`src/rtl/krt_pkg.sv`:
```
// Shared types and codes for the keyed record table.
package krt_pkg;

    localparam int NAME_W = 200;

    typedef enum logic [1:0] {
        MODE_INSERT = 2'd0,
        MODE_SEARCH = 2'd1,
        MODE_UPDATE = 2'd2,
        MODE_LIST   = 2'd3
    } t_mode;

    typedef enum logic [2:0] {
        ST_OK       = 3'd0,
        ST_FULL     = 3'd1,
        ST_DUP      = 3'd2,
        ST_NOTFOUND = 3'd3,
        ST_LIST     = 3'd4,
        ST_EMPTY    = 3'd5
    } t_status;

    typedef enum logic [1:0] {
        S_IDLE,
        S_SCAN,
        S_FETCH,
        S_EMIT
    } t_state;

    typedef struct packed {
        logic [1:0]         mode;
        logic signed [31:0] part_key;
        logic [63:0]        name_word_0;
        logic [63:0]        name_word_1;
        logic [63:0]        name_word_2;
        logic [7:0]         name_word_3;
        logic signed [31:0] amount;
    } t_req;

    typedef struct packed {
        logic [2:0]         status;
        logic signed [31:0] out_key;
        logic [63:0]        out_name_0;
        logic [63:0]        out_name_1;
        logic [63:0]        out_name_2;
        logic [7:0]         out_name_3;
        logic signed [31:0] out_quantity;
        logic               last;
    } t_rsp;

    typedef struct packed {
        logic    load;
        logic    rd_en;
        logic    fetch;
        logic    cmp;
        logic    scan_clr;
        logic    round_clr;
        logic    take;
        logic    wr_ins;
        logic    wr_qty;
        logic    emit;
        t_status code;
        logic    last;
    } t_cmd;

    typedef struct packed {
        logic hit;
    } t_sts;

endpackage

```
`src/rtl/krt_ctrl.sv`:
```
// Sequencer: entry count, scan counter and operation state machine.
module krt_ctrl #(
    parameter int MAX_ENTRIES = 64,
    parameter int IW          = 6,
    parameter int CW          = 7
) (
    input  logic          i_clk,
    input  logic          i_rst_n,
    input  logic          start,
    input  logic [1:0]    i_mode,
    input  krt_pkg::t_sts i_sts,
    output logic          busy,
    output krt_pkg::t_cmd o_cmd,
    output logic [IW-1:0] o_scan_addr,
    output logic [IW-1:0] o_cmp_idx,
    output logic [IW-1:0] o_wr_addr
);

    krt_pkg::t_state  r_state, n_state;
    krt_pkg::t_status r_code, n_code;
    logic [1:0]       r_mode, n_mode;
    logic [CW-1:0]    r_count, n_count;
    logic [CW-1:0]    r_i, n_i;
    logic [CW-1:0]    r_rank, n_rank;
    logic             r_pend, n_pend;
    logic [IW-1:0]    r_pidx, n_pidx;
    logic             issue;

    localparam logic [CW-1:0] MAX_CNT = CW'(MAX_ENTRIES);

    always_ff @(posedge i_clk) begin
        if (!i_rst_n) begin
            r_state <= krt_pkg::S_IDLE;
            r_count <= '0;
            r_pend  <= 1'b0;
        end else begin
            r_state <= n_state;
            r_count <= n_count;
            r_pend  <= n_pend;
        end
        r_code <= n_code;
        r_mode <= n_mode;
        r_i    <= n_i;
        r_rank <= n_rank;
        r_pidx <= n_pidx;
    end

    assign issue = (r_state == krt_pkg::S_SCAN) && (r_i < r_count);

    always_comb begin
        n_state = r_state;
        n_code  = r_code;
        n_mode  = r_mode;
        n_count = r_count;
        n_i     = r_i;
        n_rank  = r_rank;
        n_pend  = issue;
        n_pidx  = r_i[IW-1:0];
        o_cmd   = '0;
        o_cmd.code = r_code;
        o_cmd.last = 1'b1;
        unique case (r_state)
            krt_pkg::S_IDLE: begin
                if (start) begin
                    o_cmd.load     = 1'b1;
                    o_cmd.scan_clr = 1'b1;
                    n_mode = i_mode;
                    n_i    = '0;
                    n_rank = '0;
                    if (i_mode == krt_pkg::MODE_INSERT && r_count >= MAX_CNT) begin
                        n_code  = krt_pkg::ST_FULL;
                        n_state = krt_pkg::S_EMIT;
                    end else if (i_mode == krt_pkg::MODE_LIST && r_count == '0) begin
                        n_code  = krt_pkg::ST_EMPTY;
                        n_state = krt_pkg::S_EMIT;
                    end else begin
                        n_state = krt_pkg::S_SCAN;
                    end
                end
            end
            krt_pkg::S_SCAN: begin
                o_cmd.rd_en = issue;
                o_cmd.cmp   = r_pend;
                if (issue) begin
                    n_i = r_i + 1'b1;
                end
                if (!issue && !r_pend) begin
                    priority if (r_mode == krt_pkg::MODE_LIST) begin
                        n_code  = krt_pkg::ST_LIST;
                        n_state = krt_pkg::S_FETCH;
                    end else if (r_mode == krt_pkg::MODE_INSERT) begin
                        n_code  = i_sts.hit ? krt_pkg::ST_DUP : krt_pkg::ST_OK;
                        n_state = krt_pkg::S_EMIT;
                    end else if (i_sts.hit) begin
                        n_code  = krt_pkg::ST_OK;
                        n_state = krt_pkg::S_FETCH;
                    end else begin
                        n_code  = krt_pkg::ST_NOTFOUND;
                        n_state = krt_pkg::S_EMIT;
                    end
                end
            end
            krt_pkg::S_FETCH: begin
                o_cmd.fetch = 1'b1;
                n_state     = krt_pkg::S_EMIT;
            end
            krt_pkg::S_EMIT: begin
                o_cmd.emit = 1'b1;
                n_state    = krt_pkg::S_IDLE;
                if (r_code == krt_pkg::ST_OK && r_mode == krt_pkg::MODE_INSERT) begin
                    o_cmd.wr_ins = 1'b1;
                    n_count      = r_count + 1'b1;
                end
                if (r_code == krt_pkg::ST_OK && r_mode == krt_pkg::MODE_UPDATE) begin
                    o_cmd.wr_qty = 1'b1;
                end
                if (r_code == krt_pkg::ST_LIST) begin
                    o_cmd.last = (r_rank + 1'b1 == r_count);
                    o_cmd.take = 1'b1;
                    n_rank     = r_rank + 1'b1;
                    if (r_rank + 1'b1 != r_count) begin
                        o_cmd.round_clr = 1'b1;
                        n_i     = '0;
                        n_state = krt_pkg::S_SCAN;
                    end
                end
            end
            default: begin
                n_state = krt_pkg::S_IDLE;
            end
        endcase
    end

    assign busy        = (r_state != krt_pkg::S_IDLE);
    assign o_scan_addr = r_i[IW-1:0];
    assign o_cmp_idx   = r_pidx;
    assign o_wr_addr   = r_count[IW-1:0];

endmodule

```
`config.mk`:
```
export PLATFORM = sky130hd
export DESIGN_NAME = krt_ctrl
export DESIGN_NICKNAME = d
export VERILOG_FILES = /design/src/rtl/krt_pkg.sv /design/src/rtl/krt_ctrl.sv
export SDC_FILE = /design/constraint.sdc
export NUM_CORES = 1
export LEC_CHECK = 0
export BUFFER_PORTS_ARGS = -buffer_cell sky130_fd_sc_hd__clkbuf_2
export CORE_ASPECT_RATIO = 0.9
export CORE_UTILIZATION = 59
export CTS_CLUSTER_SIZE = 12
export DETAILED_ROUTE_END_ITERATION = 7
export GPL_TIMING_DRIVEN = 0
export MAX_ROUTING_LAYER = met4
export PLACE_DENSITY = 0.93
export SLEW_MARGIN = 10
export SYNTH_ARGS = -nofsm -noshare
export SYNTH_HDL_FRONTEND = slang
export SYNTH_SLANG_ARGS = --single-unit
```
`constraint.sdc`:
```
create_clock -name i_clk -period 4.6 [get_ports i_clk]
set_input_delay 0.92 -clock i_clk [delete_from_list [all_inputs] [get_ports i_clk]]
set_output_delay 0.92 -clock i_clk [all_outputs]
set_load 0.05 [all_outputs]
```
# == Yosys cells after proc, flatten, opt, wreduce, memory -nomap -nowiden ==
# Index checks and enable logic that the tools add are counted.
# totals
output_inout_bits,33
regBits,35
# op_classes
n_lt_le_gt_ge,2
mux,38
n_eq_ne,15
addsub,3
n_reduce_logical,23
# op_table
op,count
$mux 7,5
$add 7x1->7 const B,3
$pmux 7 s3,1
$mux 3,6
$mux 1,15
$mux 2,7
$pmux 7 s2,1
$eq 2x2->1 const B,5
$ne 2x2->1 const B,4
$pmux 2 s4,1
$eq 7x7->1,1
$ge 7x7->1 const B,1
$logic_not 7->1,1
$lt 7x7->1,1
$ne 7x7->1,1
$logic_and 1x1->1,6
$logic_not 2->1,3
$pmux 3 s2,1
$reduce_and 2->1,3
$reduce_bool 2->1,3
$mux 5,1
$reduce_and 5->1,1
$reduce_and 4->1,1
$eq 3x3->1 const B,1
7 further kinds,8

# == Longest topological paths before layout ==
# Gate-level depths: netlist of run 1.
# depth
depth_word,6
depth_mapped,8
depth_no_buf,8

# == Worst setup path after synthesis of run 1 ==
# No wires, ideal clock.
# synth_path
path_kind,reg2out
startpoint,register r_state[1]
endpoint,output o_cmd[5] (netlist bit)
arrival_time_ns,2.937
path_buffers,0
stages_incl_launch_ff,4
slack_ns,0.743
cell_sequence,dfxtp_1 ha_1 or3b_1 nor4b_1
# synth_lines
element,line,source
start: declaration,krt_ctrl.sv:19,"krt_pkg::t_state r_state, n_state;"
start signal: assignment,krt_ctrl.sv:33,r_state <= krt_pkg::S_IDLE;
start signal: assignment,krt_ctrl.sv:37,r_state <= n_state;
end: declaration,krt_ctrl.sv:13,"output krt_pkg::t_cmd o_cmd,"

==> impl_metrics.py, run 1 <==
metrics = {
    "outcome": {
        "run_status": "complete, no violations",
    },
    "critical_path": {
        "worstPathArrival_ns": 2.68,
        "crit_fanout": 5,
        "worst-r2r-setup-slack_ns": 1.83,
        "r2r-start": "r_count[2]$_SDFFE_PN0P_",
        "worstRegToRegCells": 8,
        "path_class": "flop to output port",
        "cp.required_ns": 3.68,
        "worst_setup_path_start_kind": "flop",
        "end_kind": "output port",
        "reg2reg_to": "r_i[4]$_SDFFCE_PN0P_",
    },
    "global_routing": {
        "grt_pass1_wl_mm": 6.57,
        "grt_max_degree": 12,
        "grt_use_total_pct": 24.8,
        "grt_pass1_vias": 1461,
        "antenna_found_initial": 0,
        "overflow": 0,
    },
    "finish": {
        "drive_gt1_share_pct": 27.5,
        "nets": 262,
        "n_antenna_cell": 0,
        "fill_cells": 235,
        "syn_to_final_growth_pct": 17.5,
        "fin_cells": 282,
    },
    "clocking": {
        "h-tree-depth": 2,
        "cts-buffers-inserted": 5,
        "cts_buffer_depth": 2,
        "cts_hold_buf": 0,
        "post_cts_resized": 0,
        "cts_root_buffer": "clkbuf_8",
        "cts_tree": "yes",
        "cts.sinks": 35,
        "clk_pin_slew_worst_paths_ns": 0.07,
        "cts_setup_buffers": 0,
        "clock_latency_ns": 0.29,
    },
    "routing": {
        "wl_per_cell_um": 14.0,
        "num_vias": 1503,
        "first_pass_iters": 4,
        "wl_mm": 3.94,
        "viasPerCell": 5.33,
        "drt-initial-drc-count": 64,
        "antenna_left": 0,
        "drc_errors": 0,
    },
    "die": {
        "rows": 19,
        "num_io_pins": 39,
        "dieArea_sq_um": 3740,
        "start_util_pct": 64.7,
        "die_x_um": 64.3,
        "core_area_sq_um": 3190,
        "die_y_um": 58.1,
    },
    "power_and_ir_drop": {
        "p_sw_w": 0.000792,
        "combPwrFrac_pct": 49.3,
        "irDropWorstVdd_uv": 534,
        "powerDensity_nw_per_um2": 710,
        "swShare_pct": 46.1,
        "clock_power_share_pct": 15.6,
        "intPower_w": 0.000928,
        "p_seq_share_pct": 35.0,
        "power_leakage_nw": 1.07,
    },
    "synth": {
        "synth_ff_type": "edfxtp_1",
        "synth.most_common_cell": "edfxtp_1",
        "synth_seq_cells": 35,
        "synthDistinctLibCells": 40,
        "ys_warn_count": 0,
        "synth_nets": 217,
        "synth.area.top_cells": "edfxtp_1 (28%), dfxtp_1 (16%), ha_1 (10%)",
        "syn_inst": 194,
        "postSynthAreaPerCell_sq_um": 10.6,
        "syn_area_sq_um": 2060,
        "ys_async_sr_fraction_pct": 0,
        "synth_seq_area_share_pct": 43.2,
        "synth_top_area_share_pct": 27.7,
        "synth_edf_count": 19,
        "synth_common_cells": "edfxtp_1 (19), and2_1 (17), ha_1 (17)",
        "yosys.area.top_type": "edfxtp_1",
    },
    "hold_path": {
        "hold_depth": 0,
        "hold_path.class": "flop to flop",
        "holdPathEnd": "o_cmp_idx[1]$_DFF_P_",
        "hold_start": "r_i[1]$_SDFFCE_PN0P_",
    },
    "job": {
        "cap_violations": 0,
    },
    "timing": {
        "fin_crit_sh_pct": 78.2,
        "setup_ws_ns": 1.00,
        "hold_viol": 0,
        "rsz0062_at_grt": "false",
        "relSlewSlack_pct": 45.8,
        "drv_slew": 0,
        "setup_viol": 0,
        "fin_crit_ns": 3.60,
        "fmaxAchievable_mhz": 278,
        "setup_tns_ns": 0,
        "tightest_slew_ns": 0.810,
        "clock_skew_ns": 0.00279,
    },
    "place": {
        "port_buffers": 38,
        "hpwl_mm": 2.94,
        "gp_congestion": 0.873,
        "dp_cells": 274,
        "dp_slack_ns": 1.33,
    },
}
worst max path at each step:
stage                            startpoint       end
floorplan           r_state[1]$_SDFFE_PN0P_  o_cmd[5]
global placement    r_rank[0]$_SDFFCE_PN0P_  o_cmd[0]
detailed placement  r_rank[0]$_SDFFCE_PN0P_  o_cmd[0]
CTS                 r_rank[0]$_SDFFCE_PN0P_  o_cmd[0]
global route        r_rank[0]$_SDFFCE_PN0P_  o_cmd[0]
finish              r_rank[0]$_SDFFCE_PN0P_  o_cmd[0]
routing by layer:
layer  up-vias  share of wire, %  routed length (um)  track usage [%]
met5         -                 0                   0                -
li1        745                 -                   -                -
met4         0               1.7                  68             10.8
met2        40                48                1870             38.9
met1       713                47                1830             30.5
met3         5               4.1                 163             6.10
layout by cell type (no fill, tap or decap), types with 4 or more instances in the layout:
cell type,n
dfxtp_1,16
o21ai_0,4
nand3_1,8
a21oi_1,6
edfxtp_1,19
clkbuf_8,6
nor2_1,9
ha_1,17
xnor2_1,13
and2_1,17
nand2_1,10
nor2b_1,8
xor2_1,6
clkbuf_2,38
inv_1,12
buf_4,13
worst max-delay path: stages, from the launching register on:
cell	delay, ns
edfxtp_1	0.47
ha_1	0.30
xnor2_2	0.16
xnor2_1	0.13
or4_1	0.54
nor4_2	0.32
nor2_1	0.13
inv_1	0.07
clkbuf_2	0.26
registers in the layout, summed over array words and instances (netlist names):
name / flops
r_count: 7
r_i: 7
r_rank: 7
o_cmp_idx: 6
r_code: 3
r_mode: 2
r_state: 2
r_pend: 1
area by class of cell:
cell class	instances	area [sq um]	area share (%)
Multi-Input combinational cell	131	1020	42.2
Sequential cell	35	891	36.8
Timing Repair Buffer	38	190	7.85
Clock buffer	7	108	4.44
Buffer	15	105	4.34
Tap cell	42	52.6	2.17
Inverter	13	48.8	2.01
Clock inverter	1	5.00	0.207
power by group through the flow:
| stage | Combinational [W] | Sequential (W) | Clock (W) |
|---|---|---|---|
| final | 0.000849 | 0.000602 | 0.000269 |
| after global routing | 0.000918 | 0.000619 | 0.000286 |
| after CTS | 0.000855 | 0.000602 | 0.000272 |
| after detailed placement | 0.000845 | 0.000609 | 0 |
| after global placement | 0.000822 | 0.000604 | 0 |
| after floorplan | 0.000553 | 0.000714 | 0 |
per-stage QoR:
step	hold slack (ns)	total power, W	area (sq um)	utilization (%)
floorplan	0.416	0.00127	2060	-
global placement	0.470	0.00143	2300	72.3
detailed placement	0.465	0.00145	2310	72.5
CTS	0.480	0.00173	2420	76.1
global route	0.503	0.00182	2420	76.1
finish	0.485	0.00172	2420	76.1
cells by family (layout without fill, tap and decap cells):
kind of cell | Yosys count | in the layout | share of synthesized area, %
AND/OR/NAND/NOR | 73 | 73 | 21.3
flip-flops | 35 | 35 | 43.2
buffers and inverters | 28 | 74 | 7.46
XOR/XNOR | 23 | 23 | 12.1
adder cells (fa/ha/maj) | 17 | 17 | 10.3
AO/OA/AOI/OAI | 17 | 17 | 5.10
multiplexers | 1 | 1 | 0.485
Power figures use the tool's default switching activity.
==> inputs of run 2 (changes only) <==
CORE_UTILIZATION = 55   (was 59)
PLACE_DENSITY = 0.88   (was 0.93)
clock period = 3.57 ns   (was 4.6 ns; I/O delays follow)
==> run 2 against run 1 <==
  * Sequential share of layout area down 0.076 points
  * Design area up 0.21%
  * First-iteration DRC count up 41%
  * Critical endpoint unchanged
==> impl_metrics.py, run 2 (synthesized netlist as in run 1, its figures left out) <==
metrics = {
    "global_routing": {
        "overflow": 0,
        "antenna_found_initial": 0,
        "grt_pass1_wl_mm": 6.51,
        "grt_pass1_vias": 1394,
        "grt_use_total_pct": 23.4,
        "grt_max_degree": 11,
    },
    "die": {
        "core_area_sq_um": 3480,
        "die_x_um": 66.5,
        "start_util_pct": 59.3,
        "rows": 20,
        "die_y_um": 60.1,
        "dieArea_sq_um": 4000,
        "num_io_pins": 39,
    },
    "finish": {
        "fin_cells": 284,
        "nets": 262,
        "final_common_cell": "clkbuf_2",
        "final_cell_area_sq_um": 2430,
        "layout_common_cells": "clkbuf_2 (38), edfxtp_1 (19), and2_1 (17), ha_1 (17), dfxtp_1 (16)",
        "top_regs": "r_count: 7 flops, r_i: 7 flops, r_rank: 7 flops",
        "drive_gt1_share_pct": 27.5,
        "syn_to_final_growth_pct": 17.8,
        "n_antenna_cell": 0,
    },
    "timing": {
        "clock_skew_ns": 0.00336,
        "setup_tns_ns": 0,
        "setup_viol": 0,
        "drv_slew": 0,
        "rsz0062_at_grt": "false",
        "fin_crit_sh_pct": 96.6,
        "relSlewSlack_pct": 43.2,
        "hold_viol": 0,
        "fin_crit_ns": 3.45,
        "fmaxAchievable_mhz": 290,
        "tightest_slew_ns": 0.849,
    },
    "place": {
        "hpwl_mm": 2.98,
        "dp_cells": 276,
        "gp_congestion": 0.803,
        "port_buffers": 38,
        "place_area_sq_um": 2320,
    },
    "hold_path": {
        "hold_path.class": "flop to flop",
    },
    "routing": {
        "first_pass_iters": 4,
        "viasPerCell": 5.23,
        "wl_mm": 3.97,
        "drt-initial-drc-count": 90,
        "wl_per_cell_um": 14.0,
        "drc_errors": 0,
        "antenna_left": 0,
        "num_vias": 1485,
    },
    "critical_path": {
        "worst_setup_path_start_kind": "flop",
        "max_stage_delay_ns": 0.60,
        "path_class": "flop to output port",
        "cp.required_ns": 2.86,
        "crit_buf_inv": 2,
        "worstPathArrival_ns": 2.73,
        "cp_slowest_cell": "or4_1",
        "end_kind": "output port",
        "cp_cell_sequence": "ha_1 -> xnor2_2 -> xnor2_1 -> or4_1 -> nor4_4 -> nor2_1 -> inv_1 -> clkbuf_2",
        "crit_fanout": 5,
        "crit_family": "simple AND/OR/NAND/NOR gates",
    },
    "clocking": {
        "cts_tree": "yes",
        "cts.sinks": 35,
        "post_cts_resized": 0,
        "cts_buffer_depth": 2,
        "cts_root_buffer": "clkbuf_8",
        "cts_hold_buf": 0,
        "cts-buffers-inserted": 5,
        "h-tree-depth": 2,
        "clk_pin_slew_worst_paths_ns": 0.07,
        "clock_latency_ns": 0.29,
        "cts_setup_buffers": 0,
    },
    "job": {
        "cap_violations": 0,
    },
    "outcome": {
        "run_status": "complete, no violations",
    },
    "power_and_ir_drop": {
        "irDropWorstVdd_uv": 602,
        "powerDensity_nw_per_um2": 908,
        "power_leakage_nw": 1.07,
    },
}
[run 2: metal layers]
| layer | wire (um) | vias up | track usage [%] |
|---|---|---|---|
| met2 | 1770 | 49 | 36.1 |
| met4 | 94 | 0 | 9.12 |
| met5 | 0 | - | - |
| met3 | 178 | 10 | 6.87 |
| li1 | - | 740 | - |
| met1 | 1930 | 686 | 29.0 |
[run 2: power by group]
part           switching (W)  internal (W)  leakage, nW
sequential          0.000153      0.000626        0.320
combinational       0.000736      0.000373        0.698
clock               0.000141      0.000176       0.0515
[run 2: final timing paths]
check | start | endpoint | slack (ns) | depth (start not counted)
worst min-delay path | r_i[1]$_SDFFCE_PN0P_ | o_cmp_idx[1]$_DFF_P_ | 0.47 | 0
worst max register to register | r_count[2]$_SDFFE_PN0P_ | r_i[4]$_SDFFCE_PN0P_ | 0.76 | 8
worst min register to register | r_i[1]$_SDFFCE_PN0P_ | o_cmp_idx[1]$_DFF_P_ | 0.47 | 0
worst max-delay path | r_rank[0]$_SDFFCE_PN0P_ | o_cmd[0] | 0.12 | 8
[run 2: stage by stage]
stage               total power (W)  setup slack, ns  hold slack, ns  util [%]
floorplan                   0.00163            0.406           0.416         -
global placement            0.00184            0.366           0.453      66.5
detailed placement          0.00188            0.443           0.462      66.7
CTS                         0.00220            0.111           0.480      69.6
global route                0.00234           0.0201           0.490      69.8
finish                      0.00221            0.123           0.469      69.8
[run 2: area by class of cell]
cell class	count	area, sq um
tap	44	55.1
inverter	13	48.8
clock buffer	8	100
multi-input combinational	131	1040
buffer	15	105
timing repair buffer	38	190
fill	281	1050
sequential	35	891
